==> config.mk <==
export PLATFORM = sky130hd
export DESIGN_NAME = text_glyph_column_renderer_unit
export DESIGN_NICKNAME = d
export VERILOG_FILES = /design/src/rtl/tgcr_pkg.sv /design/src/rtl/text_glyph_column_renderer_unit.sv
export SDC_FILE = /design/constraint.sdc
export NUM_CORES = 1
export LEC_CHECK = 0
export BUFFER_PORTS_ARGS = -buffer_cell sky130_fd_sc_hd__clkbuf_2
export CAP_MARGIN = 20
export CORE_MARGIN = 1
export CORE_UTILIZATION = 35
export DETAILED_ROUTE_END_ITERATION = 6
export PLACE_DENSITY_LB_ADDON = 0.25
export SLEW_MARGIN = 15
export SYNTH_ARGS = -nofsm -noshare
export SYNTH_HDL_FRONTEND = slang
export SYNTH_SLANG_ARGS = --single-unit
==> constraint.sdc <==
create_clock -name clk -period 10.8 [get_ports clk]
set_clock_uncertainty 0.1 [all_clocks]
set_input_delay 2.16 -clock clk [delete_from_list [all_inputs] [get_ports clk]]
set_output_delay 2.16 -clock clk [all_outputs]
set_load 0.01 [all_outputs]
==> src/rtl/tgcr_pkg.sv <==
// ----------------------------------------------------------------------------
// tgcr_pkg
// Types, constants and the 5x7 font for the text glyph column renderer.
// ----------------------------------------------------------------------------
`default_nettype none

package tgcr_pkg;

    // character cell geometry
    localparam int unsigned CELL_W    = 6;
    localparam logic [2:0]  LAST_COL  = 3'd5;
    localparam int unsigned FONT_SIZE = 210;

    // font indexes of the special glyphs
    localparam logic [5:0] IDX_SPACE = 6'd36;
    localparam logic [5:0] IDX_COLON = 6'd37;
    localparam logic [5:0] IDX_MINUS = 6'd38;
    localparam logic [5:0] IDX_DOT   = 6'd39;
    localparam logic [5:0] IDX_QUEST = 6'd40;
    localparam logic [5:0] IDX_GT    = 6'd41;

    typedef logic [7:0] font_rom_t [0:FONT_SIZE-1];

    // one column request on its way to the output register
    typedef struct packed {
        logic [2:0] page;
        logic [6:0] column;
        logic [7:0] dirty;
        logic       last;
    } col_req_t;

    // glyph columns, five per glyph, left to right
    localparam font_rom_t FONT_ROM = '{
        8'h3E, 8'h51, 8'h49, 8'h45, 8'h3E,  8'h00, 8'h42, 8'h7F, 8'h40, 8'h00,
        8'h42, 8'h61, 8'h51, 8'h49, 8'h46,  8'h21, 8'h41, 8'h45, 8'h4B, 8'h31,
        8'h18, 8'h14, 8'h12, 8'h7F, 8'h10,  8'h27, 8'h45, 8'h45, 8'h45, 8'h39,
        8'h3C, 8'h4A, 8'h49, 8'h49, 8'h30,  8'h01, 8'h71, 8'h09, 8'h05, 8'h03,
        8'h36, 8'h49, 8'h49, 8'h49, 8'h36,  8'h06, 8'h49, 8'h49, 8'h29, 8'h1E,
        8'h7E, 8'h11, 8'h11, 8'h11, 8'h7E,  8'h7F, 8'h49, 8'h49, 8'h49, 8'h36,
        8'h3E, 8'h41, 8'h41, 8'h41, 8'h22,  8'h7F, 8'h41, 8'h41, 8'h22, 8'h1C,
        8'h7F, 8'h49, 8'h49, 8'h49, 8'h41,  8'h7F, 8'h09, 8'h09, 8'h09, 8'h01,
        8'h3E, 8'h41, 8'h49, 8'h49, 8'h7A,  8'h7F, 8'h08, 8'h08, 8'h08, 8'h7F,
        8'h00, 8'h41, 8'h7F, 8'h41, 8'h00,  8'h20, 8'h40, 8'h41, 8'h3F, 8'h01,
        8'h7F, 8'h08, 8'h14, 8'h22, 8'h41,  8'h7F, 8'h40, 8'h40, 8'h40, 8'h40,
        8'h7F, 8'h02, 8'h0C, 8'h02, 8'h7F,  8'h7F, 8'h04, 8'h08, 8'h10, 8'h7F,
        8'h3E, 8'h41, 8'h41, 8'h41, 8'h3E,  8'h7F, 8'h09, 8'h09, 8'h09, 8'h06,
        8'h3E, 8'h41, 8'h51, 8'h21, 8'h5E,  8'h7F, 8'h09, 8'h19, 8'h29, 8'h46,
        8'h46, 8'h49, 8'h49, 8'h49, 8'h31,  8'h01, 8'h01, 8'h7F, 8'h01, 8'h01,
        8'h3F, 8'h40, 8'h40, 8'h40, 8'h3F,  8'h1F, 8'h20, 8'h40, 8'h20, 8'h1F,
        8'h3F, 8'h40, 8'h38, 8'h40, 8'h3F,  8'h63, 8'h14, 8'h08, 8'h14, 8'h63,
        8'h07, 8'h08, 8'h70, 8'h08, 8'h07,  8'h61, 8'h51, 8'h49, 8'h45, 8'h43,
        8'h00, 8'h00, 8'h00, 8'h00, 8'h00,  8'h00, 8'h36, 8'h36, 8'h00, 8'h00,
        8'h08, 8'h08, 8'h08, 8'h08, 8'h08,  8'h00, 8'h60, 8'h60, 8'h00, 8'h00,
        8'h02, 8'h01, 8'h51, 8'h09, 8'h06,  8'h14, 8'h14, 8'h3E, 8'h14, 8'h14
    };

    // ascii code to glyph index, anything undrawable maps to the question mark
    function automatic logic [5:0] font_index(input logic [7:0] code);
        logic [7:0] idx;
        begin
            idx = {2'b00, IDX_QUEST};
            if (code >= 8'h30 && code <= 8'h39)
            begin
                idx = code - 8'h30;
            end
            else if (code >= 8'h41 && code <= 8'h5A)
            begin
                idx = code - 8'h37;
            end
            else if (code == 8'h20)
            begin
                idx = {2'b00, IDX_SPACE};
            end
            else if (code == 8'h3A)
            begin
                idx = {2'b00, IDX_COLON};
            end
            else if (code == 8'h2D)
            begin
                idx = {2'b00, IDX_MINUS};
            end
            else if (code == 8'h2E)
            begin
                idx = {2'b00, IDX_DOT};
            end
            else if (code == 8'h3E)
            begin
                idx = {2'b00, IDX_GT};
            end
            font_index = idx[5:0];
        end
    endfunction

endpackage

`default_nettype wire

==> src/rtl/text_glyph_column_renderer_unit.sv <==
// ----------------------------------------------------------------------------
// text_glyph_column_renderer_unit
// 5x7 character generator: turns each drawn character request into six
// framebuffer column writes and tracks the cursor and dirty pages.
// ----------------------------------------------------------------------------
//  channel | handshake            | payload
//  --------+----------------------+--------------------------------------------
//  in      | in_valid / in_ready  | first_of_string, start_column, page,
//          |                      | char_code
//  out     | out_valid / out_ready| page_out, column, column_bits,
//          |                      | dirty_pages, last
//
//  a drawn character issues one font rom read per cycle, for each of its six
//  columns, unless a stall holds the rom stage; the next request is taken in
//  the cycle its last column is issued. a character that draws nothing only
//  updates the cursor. columns pass the sequencer, the rom read and output reg.
//  reset clears cursor, dirty mask and all valid flags.
//  a stall on out holds the output register, then the rom stage, then in.
`default_nettype none

module text_glyph_column_renderer_unit #(
    parameter int unsigned DISPLAY_WIDTH = 128,
    parameter int unsigned NUM_PAGES     = 8
) (
    input  wire logic       clk,
    input  wire logic       rst_n,
    input  wire logic       in_valid,
    output logic            in_ready,
    input  wire logic       first_of_string,
    input  wire logic [7:0] start_column,
    input  wire logic [7:0] page,
    input  wire logic [7:0] char_code,
    output logic            out_valid,
    input  wire logic       out_ready,
    output logic [2:0]      page_out,
    output logic [6:0]      column,
    output logic [7:0]      column_bits,
    output logic [7:0]      dirty_pages,
    output logic            last
);
    import tgcr_pkg::*;

    localparam logic [7:0] LIMIT     = 8'(DISPLAY_WIDTH - CELL_W);
    localparam logic [8:0] PAGE_LIM  = 9'(NUM_PAGES);
    localparam logic [7:0] CELL_STEP = 8'(CELL_W);

    // cursor and dirty state
    logic [7:0] cursor_reg, cursor_next;
    logic [7:0] dirty_reg, dirty_next;

    // character being drawn
    logic       job_active_reg, job_active_next;
    logic [2:0] job_col_reg, job_col_next;
    logic [2:0] job_page_reg;
    logic [7:0] job_base_reg;
    logic [5:0] job_idx_reg;
    logic [7:0] job_dirty_reg;

    // rom read stage
    logic       rd_valid_reg, rd_valid_next;
    col_req_t   rd_req_reg;
    logic [7:0] rom_q_reg;

    // output register
    logic       out_valid_reg, out_valid_next;
    col_req_t   out_req_reg;
    logic [7:0] out_bits_reg;

    logic       out_move, rd_move, issue, job_done, accept;
    logic       in_range, page_ok, draw;
    logic [7:0] cur_sel;
    logic [7:0] rom_addr;
    logic [7:0] issue_col;
    col_req_t   issue_req;

    // pipeline flow
    always_comb
    begin
        out_move = !out_valid_reg || out_ready;
        rd_move  = rd_valid_reg && out_move;
        issue    = job_active_reg && (!rd_valid_reg || out_move);
        job_done = issue && (job_col_reg == LAST_COL);
        in_ready = !job_active_reg || job_done;
        accept   = in_valid && in_ready;
    end

    // cursor update and drawing decision
    always_comb
    begin
        cur_sel     = first_of_string ? start_column : cursor_reg;
        in_range    = (cur_sel <= LIMIT);
        page_ok     = ({1'b0, page} < PAGE_LIM);
        draw        = accept && in_range && page_ok;
        cursor_next = cursor_reg;
        if (accept)
        begin
            cursor_next = in_range ? 8'(cur_sel + CELL_STEP) : cur_sel;
        end
        dirty_next = dirty_reg;
        if (draw)
        begin
            dirty_next = dirty_reg | (8'd1 << page[2:0]);
        end
    end

    // column sequencer
    always_comb
    begin
        job_active_next = job_active_reg;
        job_col_next    = job_col_reg;
        if (draw)
        begin
            job_active_next = 1'b1;
            job_col_next    = 3'd0;
        end
        else if (issue)
        begin
            job_active_next = !job_done;
            job_col_next    = 3'(job_col_reg + 3'd1);
        end
    end

    // rom address and column request
    always_comb
    begin
        rom_addr = 8'(({2'b00, job_idx_reg} << 2) + {2'b00, job_idx_reg}
                      + {5'b00000, job_col_reg});
        if (job_col_reg == LAST_COL)
        begin
            rom_addr = 8'd0;
        end
        issue_col        = 8'(job_base_reg + {5'b00000, job_col_reg});
        issue_req.page   = job_page_reg;
        issue_req.column = issue_col[6:0];
        issue_req.dirty  = job_dirty_reg;
        issue_req.last   = (job_col_reg == LAST_COL);
    end

    // stage valid flags
    always_comb
    begin
        rd_valid_next = rd_valid_reg;
        if (issue)
        begin
            rd_valid_next = 1'b1;
        end
        else if (rd_move)
        begin
            rd_valid_next = 1'b0;
        end
        out_valid_next = out_valid_reg;
        if (rd_move)
        begin
            out_valid_next = 1'b1;
        end
        else if (out_ready)
        begin
            out_valid_next = 1'b0;
        end
    end

    // control registers
    always_ff @(posedge clk or negedge rst_n)
    begin
        if (!rst_n)
        begin
            cursor_reg     <= 8'd0;
            dirty_reg      <= 8'd0;
            job_active_reg <= 1'b0;
            job_col_reg    <= 3'd0;
            rd_valid_reg   <= 1'b0;
            out_valid_reg  <= 1'b0;
        end
        else
        begin
            cursor_reg     <= cursor_next;
            dirty_reg      <= dirty_next;
            job_active_reg <= job_active_next;
            job_col_reg    <= job_col_next;
            rd_valid_reg   <= rd_valid_next;
            out_valid_reg  <= out_valid_next;
        end
    end

    // character payload
    always_ff @(posedge clk)
    begin
        if (draw)
        begin
            job_page_reg  <= page[2:0];
            job_base_reg  <= cur_sel;
            job_idx_reg   <= font_index(char_code);
            job_dirty_reg <= dirty_next;
        end
    end

    // font rom, registered read
    always_ff @(posedge clk)
    begin
        if (issue)
        begin
            rom_q_reg  <= FONT_ROM[rom_addr];
            rd_req_reg <= issue_req;
        end
    end

    // output register, blank spacing column forced to zero
    always_ff @(posedge clk)
    begin
        if (rd_move)
        begin
            out_req_reg  <= rd_req_reg;
            out_bits_reg <= rd_req_reg.last ? 8'h00 : rom_q_reg;
        end
    end

    assign out_valid   = out_valid_reg;
    assign page_out    = out_req_reg.page;
    assign column      = out_req_reg.column;
    assign column_bits = out_bits_reg;
    assign dirty_pages = out_req_reg.dirty;
    assign last        = out_req_reg.last;

endmodule

`default_nettype wire

==> impl_metrics.json, run 1 <==
{
  "fmax_mhz": 197,
  "drtIter0Drc": 577,
  "syn_area_mm2": 0.00682,
  "crit_chain": "clkbuf_2, nand3b_1, nand2_1, nand2_1, clkbuf_2",
  "ys.flop_type": "edfxtp_1",
  "row_count": 50,
  "synthTopCellsByArea": "edfxtp_1, dfrtp_1, ha_1",
  "antenna_found_initial": 0,
  "crit_type": "in -> out",
  "grt_max_degree": 49,
  "cts.clk_slew.worst_paths_ns": 0.07,
  "grt_pass1_vias": 5773,
  "crit_path_end_kind": "primary output",
  "place_hpwl_um": 12900,
  "ys_types": 87,
  "diodes": 0,
  "clk_latency_ns": 0.34,
  "overflow": 0,
  "io_buffer_count": 56,
  "die_width_um": 142,
  "grt_pass1_wl_um": 30200,
  "peakVddDrop_v": 0.000150,
  "dr.pass1.iters": 6,
  "grt_use_total": 0.192,
  "hold_class": "reg -> reg",
  "synthArstFlopShare": 0.224,
  "path_buf_inv": 2,
  "cts.path.max_buffers": 2,
  "timing.final.crit_share": 0.470,
  "synth_edf_count": 76,
  "synthDominantCellAreaShare": 0.335,
  "register_area_mm2": 0.00283,
  "period_minus_slack_ns": 5.07,
  "cts_setup_buffers": 0,
  "cpLargestDelayFamily": "simple AND/OR/NAND/NOR gates",
  "wl_per_cell_um": 18.8,
  "fill_cells": 1876,
  "htreeDepth": 3,
  "vias": 5903,
  "finalNetCount": 809,
  "layout_common_cells": "edfxtp_1, nand2_1, nor2_1",
  "setup_ws_ns": 5.73,
  "cp_slowest_cell": "nand3b_1",
  "slew_headroom": 0.258,
  "ys_seq_area_frac": 0.416,
  "ios": 58,
  "die_area_mm2": 0.0200,
  "die-height_um": 142,
  "cts-root-buf": "clkbuf_16",
  "drive_above_1_share": 0.155,
  "start_util": 0.361,
  "totalWireLength_um": 18900,
  "routabilityCongestion": 0.918,
  "cts_hold_buf": 0,
  "slew_violations": 0,
  "status": "finished, final reports clean",
  "viasPerCell": 5.86,
  "tritoncts": "built",
  "dpl_worst_slack_ns": 5.72,
  "postSynthCellCount": 718,
  "max_cap_viol_count": 0,
  "synth_top_area_cell": "edfxtp_1",
  "syn-num-nets": 784,
  "drc": 0,
  "synth_seq_cells": 98,
  "yosysWarnings": 0,
  "syn_avg_cell_area_um2": 9.49,
  "fin_setup_tns_ns": 0,
  "setup_viol": 0,
  "rsz0062_at_grt": "no",
  "cts_resized": 0,
  "largest_reg_flops": 19,
  "p_leak_nw": 2.97,
  "mostFrequentLayoutCell": "edfxtp_1",
  "core-area_mm2": 0.0189,
  "start_kind": "primary input",
  "cts_buffers": 9,
  "hold_viol": 0,
  "cp_max_fo": 3,
  "worstPathArrival_ns": 2.81,
  "ant_nets": 0,
  "power_density_mw_per_mm2": 337,
  "max_stage_delay_ns": 0.19,
  "cts_sinks": 98,
  "multiInputGateArea_mm2": 0.00364,
  "syn_to_final_growth_pct": 11.1,
  "tightest_slew_ns": 1.11,
  "critPathRequiredTime_ns": 8.54
}
worst paths after layout:
path / start / end / slack [ns] / depth (start not counted)
max in group asynchronous: rst_n / cursor_reg[4] / 8.48 / 1
worst min-delay path: rd_req_reg[18] / page_out[2] / 0.32 / 0
worst max-delay path: out_ready / in_ready / 5.73 / 5
worst max register to register: job_col_reg[2] / rom_q_reg[5] / 6.14 / 11
min in group asynchronous: rst_n / dirty_reg[2] / 1.71 / 1
worst min register to register: rd_req_reg[18] / page_out[2] / 0.32 / 0
cell usage after synthesis (4+ instances only):
master	instances
a21oi_1	42
a221o_1	4
clkbuf_1	28
and2_1	6
ha_1	34
o211ai_1	10
nor3_1	21
o21bai_1	5
nand3_1	22
a21o_1	5
o32ai_1	6
o21a_1	5
nand2b_1	9
edfxtp_1	76
nand2_1	70
o211a_1	6
nor2_1	59
buf_2	15
mux2_2	4
nor2b_1	15
a211oi_1	22
buf_4	8
xnor2_1	13
dfrtp_1	22
o31ai_1	7
mux2i_1	9
o21ai_1	8
a31oi_1	12
o22ai_1	6
inv_1	26
xor2_1	4
a32oi_1	6
o21ai_0	38
per-layer routing:
metal  routed length, µm  GRT usage
met1                8190      0.254
met2                8390      0.291
met3                1600     0.0462
met4                 754     0.0968
met5                   0          0
worst register-to-register path: stages (launching register included):
cell,delay [ns]
dfrtp_1,0.50
fa_1,0.62
inv_1,0.08
fa_2,0.56
buf_4,0.40
inv_1,0.50
o21ai_2,0.42
o2bb2ai_1,0.25
a211oi_1,0.10
o32ai_1,0.58
mux2_2,0.26
o211a_1,0.14
cell type report:
type                       count  area share
tap                          260      0.0430
sequential                    98       0.374
multi-input combinational    539       0.480
inverter                      26      0.0129
timing repair buffer          69      0.0499
clock buffer                   9      0.0298
clock inverter                 6     0.00975
cells by family after synthesis:
group	synth area share
AO/OA/AOI/OAI	0.241
XOR/XNOR	0.0277
adder cells (fa/ha/maj)	0.0712
buffers and inverters	0.0529
flip-flops	0.416
multiplexers	0.0239
other	0.000550
AND/OR/NAND/NOR	0.167
stage by stage:
| step | hold slack [ns] | power (mW) | std cells | utilization | cell area [µm²] |
|---|---|---|---|---|---|
| floorplan | 0.300 | 1.75 | 718 | - | 6820 |
| global route | 0.323 | 2.70 | 1007 | 0.401 | 7570 |
| CTS | 0.318 | 2.50 | 1007 | 0.401 | 7570 |
| detailed placement | 0.305 | 2.18 | 992 | 0.385 | 7270 |
| global placement | 0.302 | 2.17 | 991 | 0.384 | 7260 |
| finish | 0.319 | 2.55 | 1007 | 0.401 | 7570 |
where the power goes:
part	internal [mW]	switching, mW	total, mW	leakage (nW)
sequential	0.518	0.0393	0.557	0.981
combinational	0.550	1.13	1.68	1.84
clock	0.181	0.137	0.318	0.140
Power figures use the tool's default switching activity.
==> run 2, diff against run 1 <==
==> constraint.sdc (replaced) <==
create_clock -name clk -period 4.4 [get_ports clk]
set_clock_uncertainty 0.1 [all_clocks]
set_input_delay 0.88 -clock clk [delete_from_list [all_inputs] [get_ports clk]]
set_output_delay 0.88 -clock clk [all_outputs]
set_load 0.01 [all_outputs]
==> run 2 against run 1 <==
Setup slack worse by 5.5 ns. Critical path depth is 5 higher. Critical endpoint is now rom_q_reg[0]. Die area stayed put. Clock-buffer cell count did not move. Final area is 4.6% higher. Worst hold slack got worse by 0.0013 ns. First-iteration DRC count grew 33%. Via count increased by 3.3%. Sequential power up 140%.
==> impl_metrics.json, run 2 (synthesized netlist as in run 1, its figures left out) <==
{
  "status": "finished, final reports clean",
  "start_kind": "flip-flop",
  "drtIter0Drc": 768,
  "fin_setup_tns_ns": 0,
  "rsz0062_at_grt": "no",
  "max_stage_delay_ns": 0.85,
  "drc": 0,
  "overflow": 0,
  "grt_pass1_vias": 6009,
  "period_minus_slack_ns": 4.13,
  "largest_reg_flops": 19,
  "post-route-util": 0.419,
  "finalPower_mw": 6.91,
  "timing.final.crit_share": 0.939,
  "die_area_mm2": 0.0200,
  "setup_viol": 0,
  "mostFrequentLayoutCell": "edfxtp_1",
  "routabilityCongestion": 1.03,
  "cp_max_fo": 14,
  "drive_above_1_share": 0.196,
  "holdPathStages": 0,
  "cts_resized": 0,
  "cts.path.max_buffers": 2,
  "slew_violations": 0,
  "viasPerCell": 5.82,
  "finalNetCount": 848,
  "grt_pass1_wl_um": 32900,
  "layout_common_cells": "edfxtp_1, nand2_1, nor2_1",
  "worstRegToRegCells": 10,
  "grt_max_degree": 48,
  "p_leak_nw": 3.18,
  "cp_common_cell": "fa_1",
  "cts-root-buf": "clkbuf_16",
  "vias": 6097,
  "tritoncts": "built",
  "totalWireLength_um": 21000,
  "cts_sinks": 98,
  "clk_latency_ns": 0.35,
  "die_width_um": 142,
  "tightest_slew_ns": 0.997,
  "die-height_um": 142,
  "cp_slowest_cell": "fa_1",
  "hold_viol": 0,
  "grt_use_total": 0.214,
  "critPathRequiredTime_ns": 4.41,
  "row_count": 50,
  "wl_per_cell_um": 20.0,
  "start_util": 0.361,
  "core-area_mm2": 0.0189,
  "peakVddDrop_v": 0.000342,
  "cts_buffers": 9,
  "power_density_mw_per_mm2": 873,
  "syn_to_final_growth_pct": 16.1,
  "diodes": 0,
  "cts_hold_buf": 0,
  "crit_type": "reg -> reg",
  "antenna_found_initial": 0,
  "io_buffer_count": 56,
  "cts_setup_buffers": 0,
  "worstPathArrival_ns": 4.14,
  "slew_headroom": 0.326,
  "max_cap_viol_count": 0,
  "place_hpwl_um": 15100,
  "crit_path_end_kind": "flip-flop",
  "fmax_mhz": 242,
  "hold_class": "reg -> reg",
  "cts.clk_slew.worst_paths_ns": 0.07,
  "dr.pass1.iters": 7,
  "htreeDepth": 3,
  "crit_chain": "fa_1, inv_1, fa_1, a21o_1, nor2_1, a211oi_1, a21oi_1, o211ai_1, o21ai_1, a221oi_1",
  "ios": 58,
  "ant_nets": 0
}
[run 2: changes by cell type in the layout (fill, tap and decap cells not counted), sizes merged]
cell    previous run  this run
clkinv             0         1
buf               13        52
[run 2: layout make-up]
type                            instances  area [µm²]
Fill cell                            1884       11000
Multi-Input combinational cell        539        3630
Sequential cell                        98        2830
Timing Repair Buffer                  108         708
Tap cell                              260         325
Clock buffer                            9         225
Inverter                               26        97.6
Clock inverter                          7        95.1
[run 2: final timing paths]
check | start | end | slack [ns]
max | job_col_reg[2] | rom_q_reg[0] | 0.27
min | job_page_reg[0] | rd_req_reg[16] | 0.32
max reg2reg | job_col_reg[2] | rom_q_reg[0] | 0.27
min reg2reg | job_page_reg[0] | rd_req_reg[16] | 0.32
max in group asynchronous | rst_n | job_col_reg[1] | 3.37
min in group asynchronous | rst_n | dirty_reg[2] | 0.42
[run 2: stage by stage]
stage / hold WS, ns / area [µm²] / worst slack, ns / cells
CTS: 0.316 / 7910 / 0.357 / 1047
finish: 0.317 / 7920 / 0.267 / 1047
floorplan: 0.300 / 6820 / 0.888 / 718
global route: 0.323 / 7920 / 0.0755 / 1047
detailed placement: 0.305 / 7590 / 0.358 / 1031
global placement: 0.302 / 7590 / 0.395 / 1031
[run 2: worst max-delay path: cells and delay by family, from the launching register on]
kind | cells | cell delay, ns
buf+inv | 1 | 0.07
flops | 1 | 0.40
fa+ha+maj | 2 | 1.43
compound gates | 6 | 1.74
simple gates | 1 | 0.16
[run 2: power by group]
part	leakage [nW]	total, mW	switching [mW]	internal [mW]
clock	0.150	0.829	0.372	0.457
sequential	0.981	1.36	0.0851	1.27
combinational	2.05	4.72	3.00	1.73
total	3.18	6.91	3.45	3.46
[run 2: per-layer routing]
metal  part of all wire  track usage  vias up
met5                  0            0        -
met4              0.050        0.118        0
met3              0.090       0.0486       82
met2               0.45        0.330      318
met1               0.41        0.278     2877
li1                   -            -     2820
==> run 3, diff against run 2 <==
--- a/config.mk
+++ b/config.mk
@@ -5,6 +5,7 @@
 export SDC_FILE = /design/constraint.sdc
 export NUM_CORES = 1
 export LEC_CHECK = 0
+export ABC_AREA = 1
 export BUFFER_PORTS_ARGS = -buffer_cell sky130_fd_sc_hd__clkbuf_2
 export CAP_MARGIN = 20
 export CORE_MARGIN = 1
==> run 3 against run 2 <==
Non-clock buffer count down 39. Clock power is 4.1% higher. Clock-buffer cell count did not move. Maximum frequency grew 12%. Combinational power fell by 18%. Wire length decreased by 21%. Worst hold slack got worse by 0.0039 ns. Flip-flop and latch count unchanged. Sequential share of layout area is 1.1 points higher. Global-route usage down 3.9 points. Setup slack improved by 0.45 ns. Synthesized cell count grew 25%.
==> impl_metrics.json, run 3 <==
{
  "status": "finished, final reports clean",
  "grt_use_total": 0.175,
  "crit_type": "reg -> reg",
  "antenna_found_initial": 0,
  "grt_pass1_wl_um": 27200,
  "max_cap_viol_count": 0,
  "synthDominantCellAreaShare": 0.337,
  "multiInputGateArea_mm2": 0.00342,
  "cp_common_cell": "nand2_1",
  "dp_cells": 1192,
  "switching_share": 0.522,
  "ys.flop_type": "edfxtp_1",
  "mostFrequentLayoutCell": "nand2_1",
  "pwr-share-seq": 0.202,
  "synth_top_area_cell": "edfxtp_1",
  "cpLargestDelayFamily": "simple AND/OR/NAND/NOR gates",
  "p_clk_frac": 0.146,
  "critPathRequiredTime_ns": 4.40,
  "whs_ns": 0.314,
  "drc": 0,
  "totalWireLength_um": 16500,
  "start_util": 0.359,
  "htreeDepth": 3,
  "p_int_mw": 2.82,
  "top_layer": "met4",
  "fmax_mhz": 271,
  "ant_nets": 0,
  "layout_common_cells": "nand2_1, nand3_1, inv_1",
  "hold_viol": 0,
  "cts_hold_buf": 0,
  "tightest_slew_ns": 0.754,
  "cts_sinks": 98,
  "drtIter0Drc": 627,
  "clk_latency_ns": 0.35,
  "routabilityCongestion": 0.974,
  "worstPathArrival_ns": 3.68,
  "place_hpwl_um": 12100,
  "vias": 5977,
  "syn_avg_cell_area_um2": 7.56,
  "slew_violations": 0,
  "ys_seq_area_frac": 0.419,
  "dr.pass1.iters": 7,
  "register_area_mm2": 0.00283,
  "synthArstFlopShare": 0.224,
  "fin_setup_tns_ns": 0,
  "synth_edf_count": 76,
  "wl_met3_um": 1190,
  "overflow": 0,
  "ys_types": 39,
  "peakVddDrop_v": 0.000277,
  "met1_length_um": 7420,
  "crit_chain": "fa_1, inv_1, fa_1, inv_1, nand2_1, nand2_1, nand2_1, nand2_1, nand2_1, nand2_1, nand3_1, nand2_1, nand2_1, nand3_1, nand2_1",
  "tritoncts": "built",
  "cts.path.max_buffers": 2,
  "rsz0062_at_grt": "no",
  "postSynthCellCount": 895,
  "core-area_mm2": 0.0188,
  "syn_area_mm2": 0.00677,
  "p_leak_nw": 3.87,
  "largest_reg_flops": 19,
  "diodes": 0,
  "hold_class": "reg -> reg",
  "path_buf_inv": 2,
  "cp_slowest_cell": "fa_1",
  "synth_seq_cells": 98,
  "power_density_mw_per_mm2": 771,
  "post-route-util": 0.407,
  "period_minus_slack_ns": 3.68,
  "drive_above_1_share": 0.133,
  "p_sw_mw": 3.09,
  "cts_buffers": 9,
  "timing.final.crit_share": 0.837,
  "start_kind": "flip-flop",
  "comb_power_share": 0.652,
  "wl_met2_um": 7390,
  "die_width_um": 141,
  "grt_pass1_vias": 5546,
  "die-height_um": 141,
  "synthTopCellsByArea": "edfxtp_1, nand2_1, nand3_1",
  "cp_max_fo": 21,
  "cts_resized": 0,
  "fill_cells": 1904,
  "finalPower_mw": 5.91,
  "cts_setup_buffers": 0,
  "row_count": 50,
  "synth_commonest_cells": "nand2_1, nand3_1, inv_1, edfxtp_1, ha_1",
  "cts-root-buf": "clkbuf_16",
  "cts.clk_slew.worst_paths_ns": 0.07,
  "ios": 58,
  "grt_max_degree": 44,
  "die_area_mm2": 0.0199,
  "setup_viol": 0,
  "max_stage_delay_ns": 0.58,
  "crit_path_end_kind": "flip-flop",
  "syn-num-nets": 961,
  "slew_headroom": 0.497,
  "viasPerCell": 4.95,
  "io_buffer_count": 56,
  "finalNetCount": 1009,
  "syn_to_final_growth_pct": 13.3,
  "fin_cells": 1208,
  "synthMostInstantiatedCell": "nand2_1",
  "wl_per_cell_um": 13.6,
  "yosysWarnings": 0
}
[run 3: cell count changes after synthesis, moves of 9 or more]
cell	before	now
a31oi_1	12	1
nor2b_1	15	0
a21oi_1	42	18
nand2b_1	9	0
xnor2_1	13	3
inv_1	26	84
mux2i_1	9	0
nand2_1	70	369
nor3_1	21	4
clkbuf_1	28	7
nand3_1	22	133
nor2_1	59	28
a211oi_1	22	0
o21ai_0	38	22
[run 3: area by class of cell]
| type | count | area share |
|---|---|---|
| Timing Repair Buffer | 69 | 0.0535 |
| Tap cell | 260 | 0.0424 |
| Clock buffer | 9 | 0.0294 |
| Sequential cell | 98 | 0.369 |
| Multi-Input combinational cell | 673 | 0.446 |
| Clock inverter | 7 | 0.0140 |
| Inverter | 92 | 0.0457 |
[run 3: kinds of logic (layout without fill, tap and decap cells)]
kind of cell             count (synthesis)  in the layout  synth area share
AO/OA/AOI/OAI                           65             65            0.0701
XOR/XNOR                                 8              8            0.0104
adder cells (fa/ha/maj)                 37             37            0.0717
buffers and inverters                  124            177            0.0777
flip-flops                              98             98             0.419
other                                    1              1          0.000554
AND/OR/NAND/NOR                        562            562             0.351
[run 3: path summary, 6_finish.rpt]
path / startpoint / endpoint / slack [ns] / cells after the start
worst max-delay path: job_col_reg[2] / rom_q_reg[4] / 0.72 / 15
worst min-delay path: rd_req_reg[9] / column[0] / 0.31 / 0
min in group asynchronous: rst_n / dirty_reg[3] / 0.43 / 1
worst min register to register: rd_req_reg[9] / column[0] / 0.31 / 0
worst max register to register: job_col_reg[2] / rom_q_reg[4] / 0.72 / 15
max in group asynchronous: rst_n / job_col_reg[2] / 3.36 / 1
[run 3: stage by stage]
step / worst slack (ns) / cell area [µm²]
global route: 0.475 / 7670
CTS: 0.758 / 7670
finish: 0.715 / 7670
floorplan: 1.44 / 6770
detailed placement: 0.750 / 7340
global placement: 0.746 / 7310
[run 3: power groups by stage]
stage	registers, mW	logic [mW]	clock network [mW]
after global routing	1.21	4.34	0.918
final	1.20	3.85	0.863
after global placement	1.22	3.84	0
after floorplan	1.21	2.79	0
after CTS	1.20	3.78	0.889
after detailed placement	1.22	3.76	0
[run 3: routing by layer]
layer  GRT usage  vias to the layer above
li1            -                     3011
met1       0.232                     2666
met2       0.278                      260
met3      0.0296                       40
met4      0.0795                        0
met5           0                        -
